<file path="src/rtl/core/pip_pkg.sv">
// Shared types and constants for the point-in-polygon test core.
`default_nettype none

package pip_pkg;

  // Coordinate width of one vertex or query point
  localparam int CoordBits   = 16;
  // Width of a coordinate difference and of a product of two differences
  localparam int DiffBits    = CoordBits + 1;
  localparam int ProdBits    = 2 * DiffBits;
  // Default vertex store depth
  localparam int MaxVertices = 64;
  // A polygon needs this many vertices before a query can hit it
  localparam int MinVertices = 3;

  // Command codes
  localparam logic [1:0] OpClear  = 2'd0;
  localparam logic [1:0] OpAppend = 2'd1;
  localparam logic [1:0] OpQuery  = 2'd2;

  typedef struct packed {
    logic [1:0]                  opcode;
    logic signed [CoordBits-1:0] coord_x;
    logic signed [CoordBits-1:0] coord_y;
  } in_item_t;

  typedef struct packed {
    logic inside_res;
    logic status;
  } out_item_t;

  typedef struct packed {
    logic signed [CoordBits-1:0] x;
    logic signed [CoordBits-1:0] y;
  } vertex_t;

  // Control of the shared multiply and compare unit
  typedef struct packed {
    logic load;  // keep this cycle's product as the held operand
    logic pos;   // edge runs upward: compare held < current, else the reverse
  } mul_ctrl_t;

endpackage

`default_nettype wire

</file>
<file path="src/rtl/core/point_in_polygon_test_core.sv">
// Top level of the point-in-polygon test core: command sequencer and polygon state.
//
//   Port group   Direction  Handshake            Payload
//   in_*         input      in_valid/in_stall    pip_pkg::in_item_t  (opcode, coord_x, coord_y)
//   out_*        output     out_valid/out_stall  pip_pkg::out_item_t (inside_res, status)
//
// For clear, append and unused commands the result is registered. A query that
// passes the box and vertex-count checks runs through the transfer, a store read
// for the closing vertex, per edge a load state and the S_MUL1 and S_MUL2 states
// on the shared multiplier, and a result state.
// Reset (rst_n low, synchronous) empties the polygon and zeroes the box.
// A stalled result holds the output register and stalls new commands.
`default_nettype none

module point_in_polygon_test_core #(
  parameter int MAX_VERTICES = pip_pkg::MaxVertices
) (
  input  wire logic                clk,
  input  wire logic                rst_n,
  input  wire logic                in_valid,
  output logic                     in_stall,
  input  wire pip_pkg::in_item_t   in_data,
  output logic                     out_valid,
  input  wire logic                out_stall,
  output pip_pkg::out_item_t       out_data
);

  localparam int AW = $clog2(MAX_VERTICES);
  localparam int NW = $clog2(MAX_VERTICES + 1);
  localparam int CW = pip_pkg::CoordBits;
  localparam int DW = pip_pkg::DiffBits;

  typedef enum logic [2:0] {
    S_IDLE,
    S_PREV,
    S_LOAD,
    S_MUL1,
    S_MUL2,
    S_DONE
  } state_t;

  state_t                 state_r, state_nxt;
  logic [NW-1:0]          count_r, count_nxt;
  logic signed [CW-1:0]   min_x_r, min_x_nxt, max_x_r, max_x_nxt;
  logic signed [CW-1:0]   min_y_r, min_y_nxt, max_y_r, max_y_nxt;
  logic [AW-1:0]          idx_r, idx_nxt;
  pip_pkg::vertex_t       pt_r, pt_nxt;
  pip_pkg::vertex_t       vj_r, vj_nxt;
  logic signed [DW-1:0]   dy_r, dy_nxt, lx_r, lx_nxt, ex_r, ex_nxt, ey_r, ey_nxt;
  logic                   cond_r, cond_nxt;
  logic                   pos_r, pos_nxt;
  logic                   inside_r, inside_nxt;
  logic                   out_valid_r, out_valid_nxt;
  pip_pkg::out_item_t     out_data_r, out_data_nxt;

  logic                   accept;
  logic                   out_free;
  logic                   box_hit;
  logic                   enough;
  logic                   full;
  logic                   last;
  pip_pkg::vertex_t       in_v;

  logic                   wr_en;
  logic                   rd_en;
  logic [AW-1:0]          rd_addr;
  pip_pkg::vertex_t       rd_v;

  logic signed [DW-1:0]   mul_a, mul_b;
  pip_pkg::mul_ctrl_t     mctl;
  logic                   lt;

  // Handshake
  assign out_free  = !out_valid_r || !out_stall;
  assign in_stall  = !((state_r == S_IDLE) && out_free);
  assign accept    = in_valid && !in_stall;
  assign out_valid = out_valid_r;
  assign out_data  = out_data_r;

  // Status of the stored polygon
  assign in_v.x  = in_data.coord_x;
  assign in_v.y  = in_data.coord_y;
  assign box_hit = (in_v.x >= min_x_r) && (in_v.x <= max_x_r) &&
                   (in_v.y >= min_y_r) && (in_v.y <= max_y_r);
  assign enough  = count_r >= NW'(pip_pkg::MinVertices);
  assign full    = count_r >= NW'(MAX_VERTICES);
  assign last    = (NW'(idx_r) == (count_r - NW'(1)));

  pip_vstore #(
    .DEPTH (MAX_VERTICES)
  ) u_vstore (
    .clk     (clk),
    .wr_en   (wr_en),
    .wr_addr (count_r[AW-1:0]),
    .wr_data (in_v),
    .rd_en   (rd_en),
    .rd_addr (rd_addr),
    .rd_data (rd_v)
  );

  // Feed the shared unit: first product lx*dy, second ex*ey
  assign mul_a    = (state_r == S_MUL1) ? lx_r : ex_r;
  assign mul_b    = (state_r == S_MUL1) ? dy_r : ey_r;
  assign mctl.load = (state_r == S_MUL1);
  assign mctl.pos  = pos_r;

  pip_mulcmp u_mulcmp (
    .clk  (clk),
    .op_a (mul_a),
    .op_b (mul_b),
    .ctrl (mctl),
    .lt   (lt)
  );

  // Sequencer next state
  always_comb begin
    state_nxt     = state_r;
    count_nxt     = count_r;
    min_x_nxt     = min_x_r;
    max_x_nxt     = max_x_r;
    min_y_nxt     = min_y_r;
    max_y_nxt     = max_y_r;
    idx_nxt       = idx_r;
    pt_nxt        = pt_r;
    vj_nxt        = vj_r;
    dy_nxt        = dy_r;
    lx_nxt        = lx_r;
    ex_nxt        = ex_r;
    ey_nxt        = ey_r;
    cond_nxt      = cond_r;
    pos_nxt       = pos_r;
    inside_nxt    = inside_r;
    out_valid_nxt = out_valid_r && out_stall;
    out_data_nxt  = out_data_r;
    wr_en         = 1'b0;
    rd_en         = 1'b0;
    rd_addr       = idx_r;

    case (state_r)
      S_IDLE: begin
        if (accept) begin
          out_valid_nxt           = 1'b1;
          out_data_nxt.inside_res = 1'b0;
          out_data_nxt.status     = 1'b0;
          case (in_data.opcode)
            pip_pkg::OpClear: begin
              count_nxt = '0;
              min_x_nxt = '0;
              max_x_nxt = '0;
              min_y_nxt = '0;
              max_y_nxt = '0;
            end
            pip_pkg::OpAppend: begin
              if (full) begin
                out_data_nxt.status = 1'b1;
              end else begin
                // Store vertex; first one seeds the box
                wr_en     = 1'b1;
                count_nxt = count_r + NW'(1);
                if (count_r == '0) begin
                  min_x_nxt = in_v.x;
                  max_x_nxt = in_v.x;
                  min_y_nxt = in_v.y;
                  max_y_nxt = in_v.y;
                end else begin
                  if (in_v.x < min_x_r) min_x_nxt = in_v.x;
                  if (in_v.x > max_x_r) max_x_nxt = in_v.x;
                  if (in_v.y < min_y_r) min_y_nxt = in_v.y;
                  if (in_v.y > max_y_r) max_y_nxt = in_v.y;
                end
              end
            end
            pip_pkg::OpQuery: begin
              if (box_hit && enough) begin
                // Start the edge walk at the closing vertex
                out_valid_nxt = 1'b0;
                pt_nxt        = in_v;
                inside_nxt    = 1'b0;
                rd_en         = 1'b1;
                rd_addr       = AW'(count_r - NW'(1));
                state_nxt     = S_PREV;
              end
            end
            default: begin
            end
          endcase
        end
      end
      S_PREV: begin
        vj_nxt    = rd_v;
        idx_nxt   = '0;
        rd_en     = 1'b1;
        rd_addr   = '0;
        state_nxt = S_LOAD;
      end
      S_LOAD: begin
        // Form edge differences and the straddle test
        dy_nxt   = {vj_r.y[CW-1], vj_r.y} - {rd_v.y[CW-1], rd_v.y};
        lx_nxt   = {pt_r.x[CW-1], pt_r.x} - {rd_v.x[CW-1], rd_v.x};
        ex_nxt   = {vj_r.x[CW-1], vj_r.x} - {rd_v.x[CW-1], rd_v.x};
        ey_nxt   = {pt_r.y[CW-1], pt_r.y} - {rd_v.y[CW-1], rd_v.y};
        cond_nxt = ((rd_v.y <= pt_r.y) && (pt_r.y < vj_r.y)) ||
                   ((vj_r.y <= pt_r.y) && (pt_r.y < rd_v.y));
        pos_nxt  = vj_r.y > rd_v.y;
        state_nxt = S_MUL1;
      end
      S_MUL1: begin
        state_nxt = S_MUL2;
      end
      S_MUL2: begin
        // Toggle on a crossing, advance to the next edge
        if (cond_r && lt) begin
          inside_nxt = !inside_r;
        end
        vj_nxt = rd_v;
        if (last) begin
          state_nxt = S_DONE;
        end else begin
          idx_nxt   = idx_r + AW'(1);
          rd_en     = 1'b1;
          rd_addr   = idx_r + AW'(1);
          state_nxt = S_LOAD;
        end
      end
      S_DONE: begin
        if (out_free) begin
          out_valid_nxt           = 1'b1;
          out_data_nxt.inside_res = inside_r;
          out_data_nxt.status     = 1'b0;
          state_nxt               = S_IDLE;
        end
      end
      default: begin
        state_nxt = S_IDLE;
      end
    endcase
  end

  // Hold state and registered outputs
  always_ff @(posedge clk) begin
    if (!rst_n) begin
      state_r     <= S_IDLE;
      count_r     <= '0;
      min_x_r     <= '0;
      max_x_r     <= '0;
      min_y_r     <= '0;
      max_y_r     <= '0;
      out_valid_r <= 1'b0;
    end else begin
      state_r     <= state_nxt;
      count_r     <= count_nxt;
      min_x_r     <= min_x_nxt;
      max_x_r     <= max_x_nxt;
      min_y_r     <= min_y_nxt;
      max_y_r     <= max_y_nxt;
      out_valid_r <= out_valid_nxt;
    end
    idx_r      <= idx_nxt;
    pt_r       <= pt_nxt;
    vj_r       <= vj_nxt;
    dy_r       <= dy_nxt;
    lx_r       <= lx_nxt;
    ex_r       <= ex_nxt;
    ey_r       <= ey_nxt;
    cond_r     <= cond_nxt;
    pos_r      <= pos_nxt;
    inside_r   <= inside_nxt;
    out_data_r <= out_data_nxt;
  end

endmodule

`default_nettype wire

</file>
<file path="src/rtl/core/pip_vstore.sv">
// Vertex store: one write port, one registered read port.
`default_nettype none

module pip_vstore #(
  parameter int DEPTH = pip_pkg::MaxVertices
) (
  input  wire logic                                 clk,
  input  wire logic                                 wr_en,
  input  wire logic [$clog2(DEPTH)-1:0]             wr_addr,
  input  wire pip_pkg::vertex_t                     wr_data,
  input  wire logic                                 rd_en,
  input  wire logic [$clog2(DEPTH)-1:0]             rd_addr,
  output pip_pkg::vertex_t                          rd_data
);

  pip_pkg::vertex_t mem [DEPTH];

  // Write a vertex
  always_ff @(posedge clk) begin
    if (wr_en) begin
      mem[wr_addr] <= wr_data;
    end
  end

  // Read a vertex; data holds until the next read
  always_ff @(posedge clk) begin
    if (rd_en) begin
      rd_data <= mem[rd_addr];
    end
  end

endmodule

`default_nettype wire

</file>
<file path="src/rtl/core/pip_mulcmp.sv">
// Shared multiplier with a held product and an exact product compare.
`default_nettype none

module pip_mulcmp (
  input  wire logic                                  clk,
  input  wire logic signed [pip_pkg::DiffBits-1:0]   op_a,
  input  wire logic signed [pip_pkg::DiffBits-1:0]   op_b,
  input  wire pip_pkg::mul_ctrl_t                    ctrl,
  output logic                                       lt
);

  logic signed [pip_pkg::ProdBits-1:0] prod;
  logic signed [pip_pkg::ProdBits-1:0] held_r;

  // Full-width signed product, exact for any pair of differences
  assign prod = pip_pkg::ProdBits'(op_a) * pip_pkg::ProdBits'(op_b);

  // Hold the first product of an edge
  always_ff @(posedge clk) begin
    if (ctrl.load) begin
      held_r <= prod;
    end
  end

  // Compare held and current products; flip order for downward edges
  assign lt = ctrl.pos ? (held_r < prod) : (prod < held_r);

endmodule

`default_nettype wire
</file>
<file path="config.mk">
export PLATFORM = sky130hd
export DESIGN_NAME = point_in_polygon_test_core
export DESIGN_NICKNAME = d
export VERILOG_FILES = /design/src/rtl/core/pip_pkg.sv /design/src/rtl/core/point_in_polygon_test_core.sv /design/src/rtl/core/pip_vstore.sv /design/src/rtl/core/pip_mulcmp.sv
export SDC_FILE = /design/constraint.sdc
export NUM_CORES = 2
export LEC_CHECK = 0
export BUFFER_PORTS_ARGS = -buffer_cell sky130_fd_sc_hd__buf_2
export CORE_MARGIN = 1.5
export CORE_UTILIZATION = 45
export CTS_BUF_LIST = sky130_fd_sc_hd__clkbuf_2 sky130_fd_sc_hd__clkbuf_4 sky130_fd_sc_hd__clkbuf_8
export CTS_CLUSTER_SIZE = 25
export DETAILED_ROUTE_END_ITERATION = 8
export SETUP_SLACK_MARGIN = 0.2
export SLEW_MARGIN = 5
export SYNTH_ARGS = -nofsm -noshare
export SYNTH_HDL_FRONTEND = slang
export SYNTH_HIERARCHICAL = 1
export SYNTH_SLANG_ARGS = --single-unit
</file>
<file path="constraint.sdc">
create_clock -name clk -period 27.1 [get_ports clk]
set_clock_uncertainty 0.2 [all_clocks]
set_input_delay 4.065 -clock clk [delete_from_list [all_inputs] [get_ports clk]]
set_output_delay 4.065 -clock clk [all_outputs]
set_load 0.01 [all_outputs]
</file>
==> insert_results.sql <==
INSERT INTO impl_metrics (metric_group, metric, value, unit) VALUES
('run_status', 'run_status', 'finished, final reports clean', ''),
('cells_and_area', 'num-fill-cells', '19499', ''),
('cells_and_area', 'finalInstanceArea', '118000', 'um^2'),
('synth', 'synth.net_count', '7001', ''),
('synth', 'ys_ff_latch', '2332', ''),
('cells_and_area', 'post_route_cells_drive_above_1_share', '19.6', '%'),
('worst_setup_path', 'crit-reg2reg-capture', 'inside_r$_SDFFCE_PN0P_', ''),
('synth', 'post_synth_most_frequent_cells', 'edfxtp_1, inv_1, mux4_2', ''),
('clocking', 'clock_tree.root_cell', 'clkbuf_8', ''),
('timing', 'setup_violations', '0', ''),
('worst_setup_path', 'worstSetupPathType', 'primary input to register', ''),
('clocking', 'cts_tree', 'built', ''),
('synth', 'synthCells', '6395', ''),
('placement', 'gp_congestion', '0.870', ''),
('synth', 'synth_largest_type_area_fraction', '63.8', '%'),
('route', 'drt_pass1_iterations', '6', ''),
('clocking', 'post_cts_resized', '0', ''),
('power', 'power_density', '60.2', 'nW/um^2'),
('floorplan', 'core.rowCount', '178', ''),
('placement', 'dp_hpwl', '181000', 'um'),
('route', 'detail_route.wirelength', '297000', 'um'),
('timing', 'rsz0062_at_grt', 'false', ''),
('route', 'drt_drc_violations_left', '0', ''),
('worst_setup_path', 'cp_max_fo', '123', ''),
('global_route', 'grt_util_all_layers', '25.0', '%'),
('synth', 'synthesis.area', '106000', 'um^2'),
('clocking', 'clock_sink_count', '2332', ''),
('floorplan', 'initial_standard_cell_utilization_of_the_core', '45.2', '%'),
('cells_and_area', 'area.sequential', '69300', 'um^2'),
('synth', 'yosysMostFrequentCell', 'edfxtp_1', ''),
('timing', 'slew_headroom', '10.9', '%'),
('clocking', 'ctsHtreeMaxLevel', '5', ''),
('synth', 'yosysWarningCount', '6', ''),
('clocking', 'clk_transition_reported_paths', '0.06', 'ns'),
('clocking', 'clk-insertion-delay-late', '1.12', 'ns'),
('placement', 'dpl-instance-area', '111000', 'um^2'),
('cells_and_area', 'fin_util', '50.3', '%'),
('timing', 'setup_total_negative_slack', '0', 'ns'),
('floorplan', 'design.portCount', '42', ''),
('floorplan', 'die_width', '489', 'um'),
('min_path', 'hold_class', 'register to register', ''),
('cells_and_area', 'area_of_the_multi_input_gates', '33900', 'um^2'),
('floorplan', 'fp.dieArea', '239000', 'um^2'),
('global_route', 'grt_start_max_net_pins', '124', ''),
('timing', 'fin_crit', '12.30', 'ns'),
('placement', 'port_buffers', '41', ''),
('worst_setup_path', 'ff2ff_setup_slack', '14.88', 'ns'),
('timing', 'final_slew_viol_count', '0', ''),
('synth', 'avgSynthCellArea', '16.6', 'um^2'),
('global_route', 'grt_pass1_vias', '60336', ''),
('route', 'drtAntennaViolNets', '0', ''),
('floorplan', 'die-height', '489', 'um'),
('min_path', 'worst_min_delay_path_endpoint', 'max_x_r[11]$_SDFFE_PN0P_', ''),
('clocking', 'holdBufCountCts', '0', ''),
('synth', 'synth.area.top_cells', 'edfxtp_1, mux4_2, fa_1', ''),
('worst_setup_path', 'worst_r2r_startpoint', 'state_r[1]$_SDFFE_PN0P_', ''),
('timing', 'timing.fmax', '81.3', 'MHz'),
('route', 'routed-via-count', '59638', ''),
('worst_setup_path', 'worst-endpoint-required', '27.60', 'ns'),
('cells_and_area', 'area_growth_syn_to_layout', '11.2', '%'),
('clocking', 'number_of_buffers_inserted_during_clock_tree_synthesis', '393', ''),
('global_route', 'grt_first_pass_wirelength', '426000', 'um'),
('timing', 'timing.final.hold_violations', '0', ''),
('synth', 'postSynth.asyncResetShare', '0', '%'),
('synth', 'synth-main-ff-cell', 'edfxtp_1', ''),
('timing', 'worst_slew_pin_slew', '1.34', 'ns'),
('job', 'maxCapViolations', '0', ''),
('route', 'detail_route.vias_per_cell', '5.86', ''),
('worst_setup_path', 'setup.worst_path.start_class', 'primary input', ''),
('clocking', 'postCtsSetupRepairBufs', '0', ''),
('global_route', 'globalRouteOverflowTotal', '0', '');
## layout by cell type, fill, tap and decap left out, types with 32 or more instances in the layout
cell,instances
nor2_1,155
nand4_1,35
clkinv_2,33
fa_1,300
o22ai_1,43
o211ai_1,35
clkbuf_4,130
xnor2_1,66
clkbuf_8,405
inv_1,554
nor2_4,67
and2_1,192
a31oi_1,34
nand3_1,109
buf_4,170
ha_1,268
edfxtp_1,2257
mux4_2,446
nor3_1,37
a21oi_1,168
mux2i_1,223
nand2_1,337
dfxtp_1,75
buf_2,41
clkinv_1,81
a22oi_1,127
nor2b_1,32
a211oi_1,39
o21ai_0,112
## per-layer routing
metal / global-route usage [%] / vias up / wire (um)
met5: 0 / - / 78
met4: 8.54 / 12 / 10300
met3: 3.86 / 516 / 23800
met2: 41.5 / 2615 / 144000
met1: 33.6 / 31298 / 119000
li1: - / 25197 / -
## flip-flops by register name, summed over array words and instances, names as in the netlist, 2 cells and up
signal and cells:
ex_r 17, min_x_r 16, count_r 7, max_y_r 16, vj_r 32, lx_r 17, min_y_r 16, u_vstore/rd_data 32
pt_r 32, idx_r 6, u_mulcmp/held_r 34, u_vstore/mem 2048, max_x_r 16, state_r 3, out_data 2, ey_r 17
dy_r 17
## power by group
part	switching, mW	leakage, nW	total (mW)	internal (mW)
clock	1.38	3.90	3.01	1.63
combinational	0.119	16.6	0.148	0.0289
sequential	0.00307	20.9	3.96	3.95
total	1.50	41.4	7.11	5.61
## through the flow
stage | hold slack, ns | total power [mW] | setup WS [ns] | cells
2_1_floorplan | 0.226 | 4.07 | 17.04 | 6395
3_5_place_dp | 0.267 | 4.18 | 13.81 | 9480
6_report | 0.279 | 7.11 | 14.80 | 10173
4_1_cts | 0.275 | 7.16 | 14.62 | 10151
5_1_grt | 0.299 | 7.32 | 14.20 | 10162
3_3_place_gp | 0.264 | 4.18 | 13.33 | 9479
## worst max-delay path: stages
cell      delay, ns
buf_2          0.66
buf_4          0.54
ha_1           0.35
nand4_1        0.12
a31oi_1        0.06
o41ai_1        0.92
nor4b_4        0.70
nand4_1        0.17
o211ai_1       0.12
buf_4          0.61
buf_4          0.76
buf_12         0.53
buf_12         0.76
mux4_2         0.41
o221ai_1       0.12
a21oi_1        0.36
a21oi_1        0.20
a311oi_1       0.88
## logic make-up after synthesis
group	synth area share, %
AOI/OAI and AO/OA	5.04
xor gates and xnor gates	0.735
adders and majority gates	8.81
buffers and inverters	3.46
DFF	65.2
muxes	11.6
and+or+nand+nor	5.20
## how the worst max path moves through the flow
stage / to / cells past startpoint / slack (ns) / startpoint
after floorplan: inside_r$_SDFFCE_PN0P_ / 39 / 17.04 / state_r[0]$_SDFFE_PN0P_
after global placement: u_vstore/rd_data[22]$_DFFE_PP_ / 17 / 13.33 / in_data[14]
after detailed placement: u_vstore/rd_data[0]$_DFFE_PP_ / 18 / 13.81 / in_data[14]
after CTS: inside_r$_SDFFCE_PN0P_ / 35 / 14.62 / state_r[1]$_SDFFE_PN0P_
after global routing: inside_r$_SDFFCE_PN0P_ / 37 / 14.20 / state_r[1]$_SDFFE_PN0P_
final: u_vstore/rd_data[0]$_DFFE_PP_ / 18 / 14.80 / in_data[14]
## final cells by class
class                           count  area share, %
Antenna cell                       21         0.0445
Clock buffer                      535           5.54
Clock inverter                    136          0.697
Inverter                          556           1.77
Multi-Input combinational cell   3226           28.7
Sequential cell                  2332           58.6
Tap cell                         3150           3.33
Timing Repair Buffer              217           1.35
Note: power is estimated with default switching activity, not from simulation.
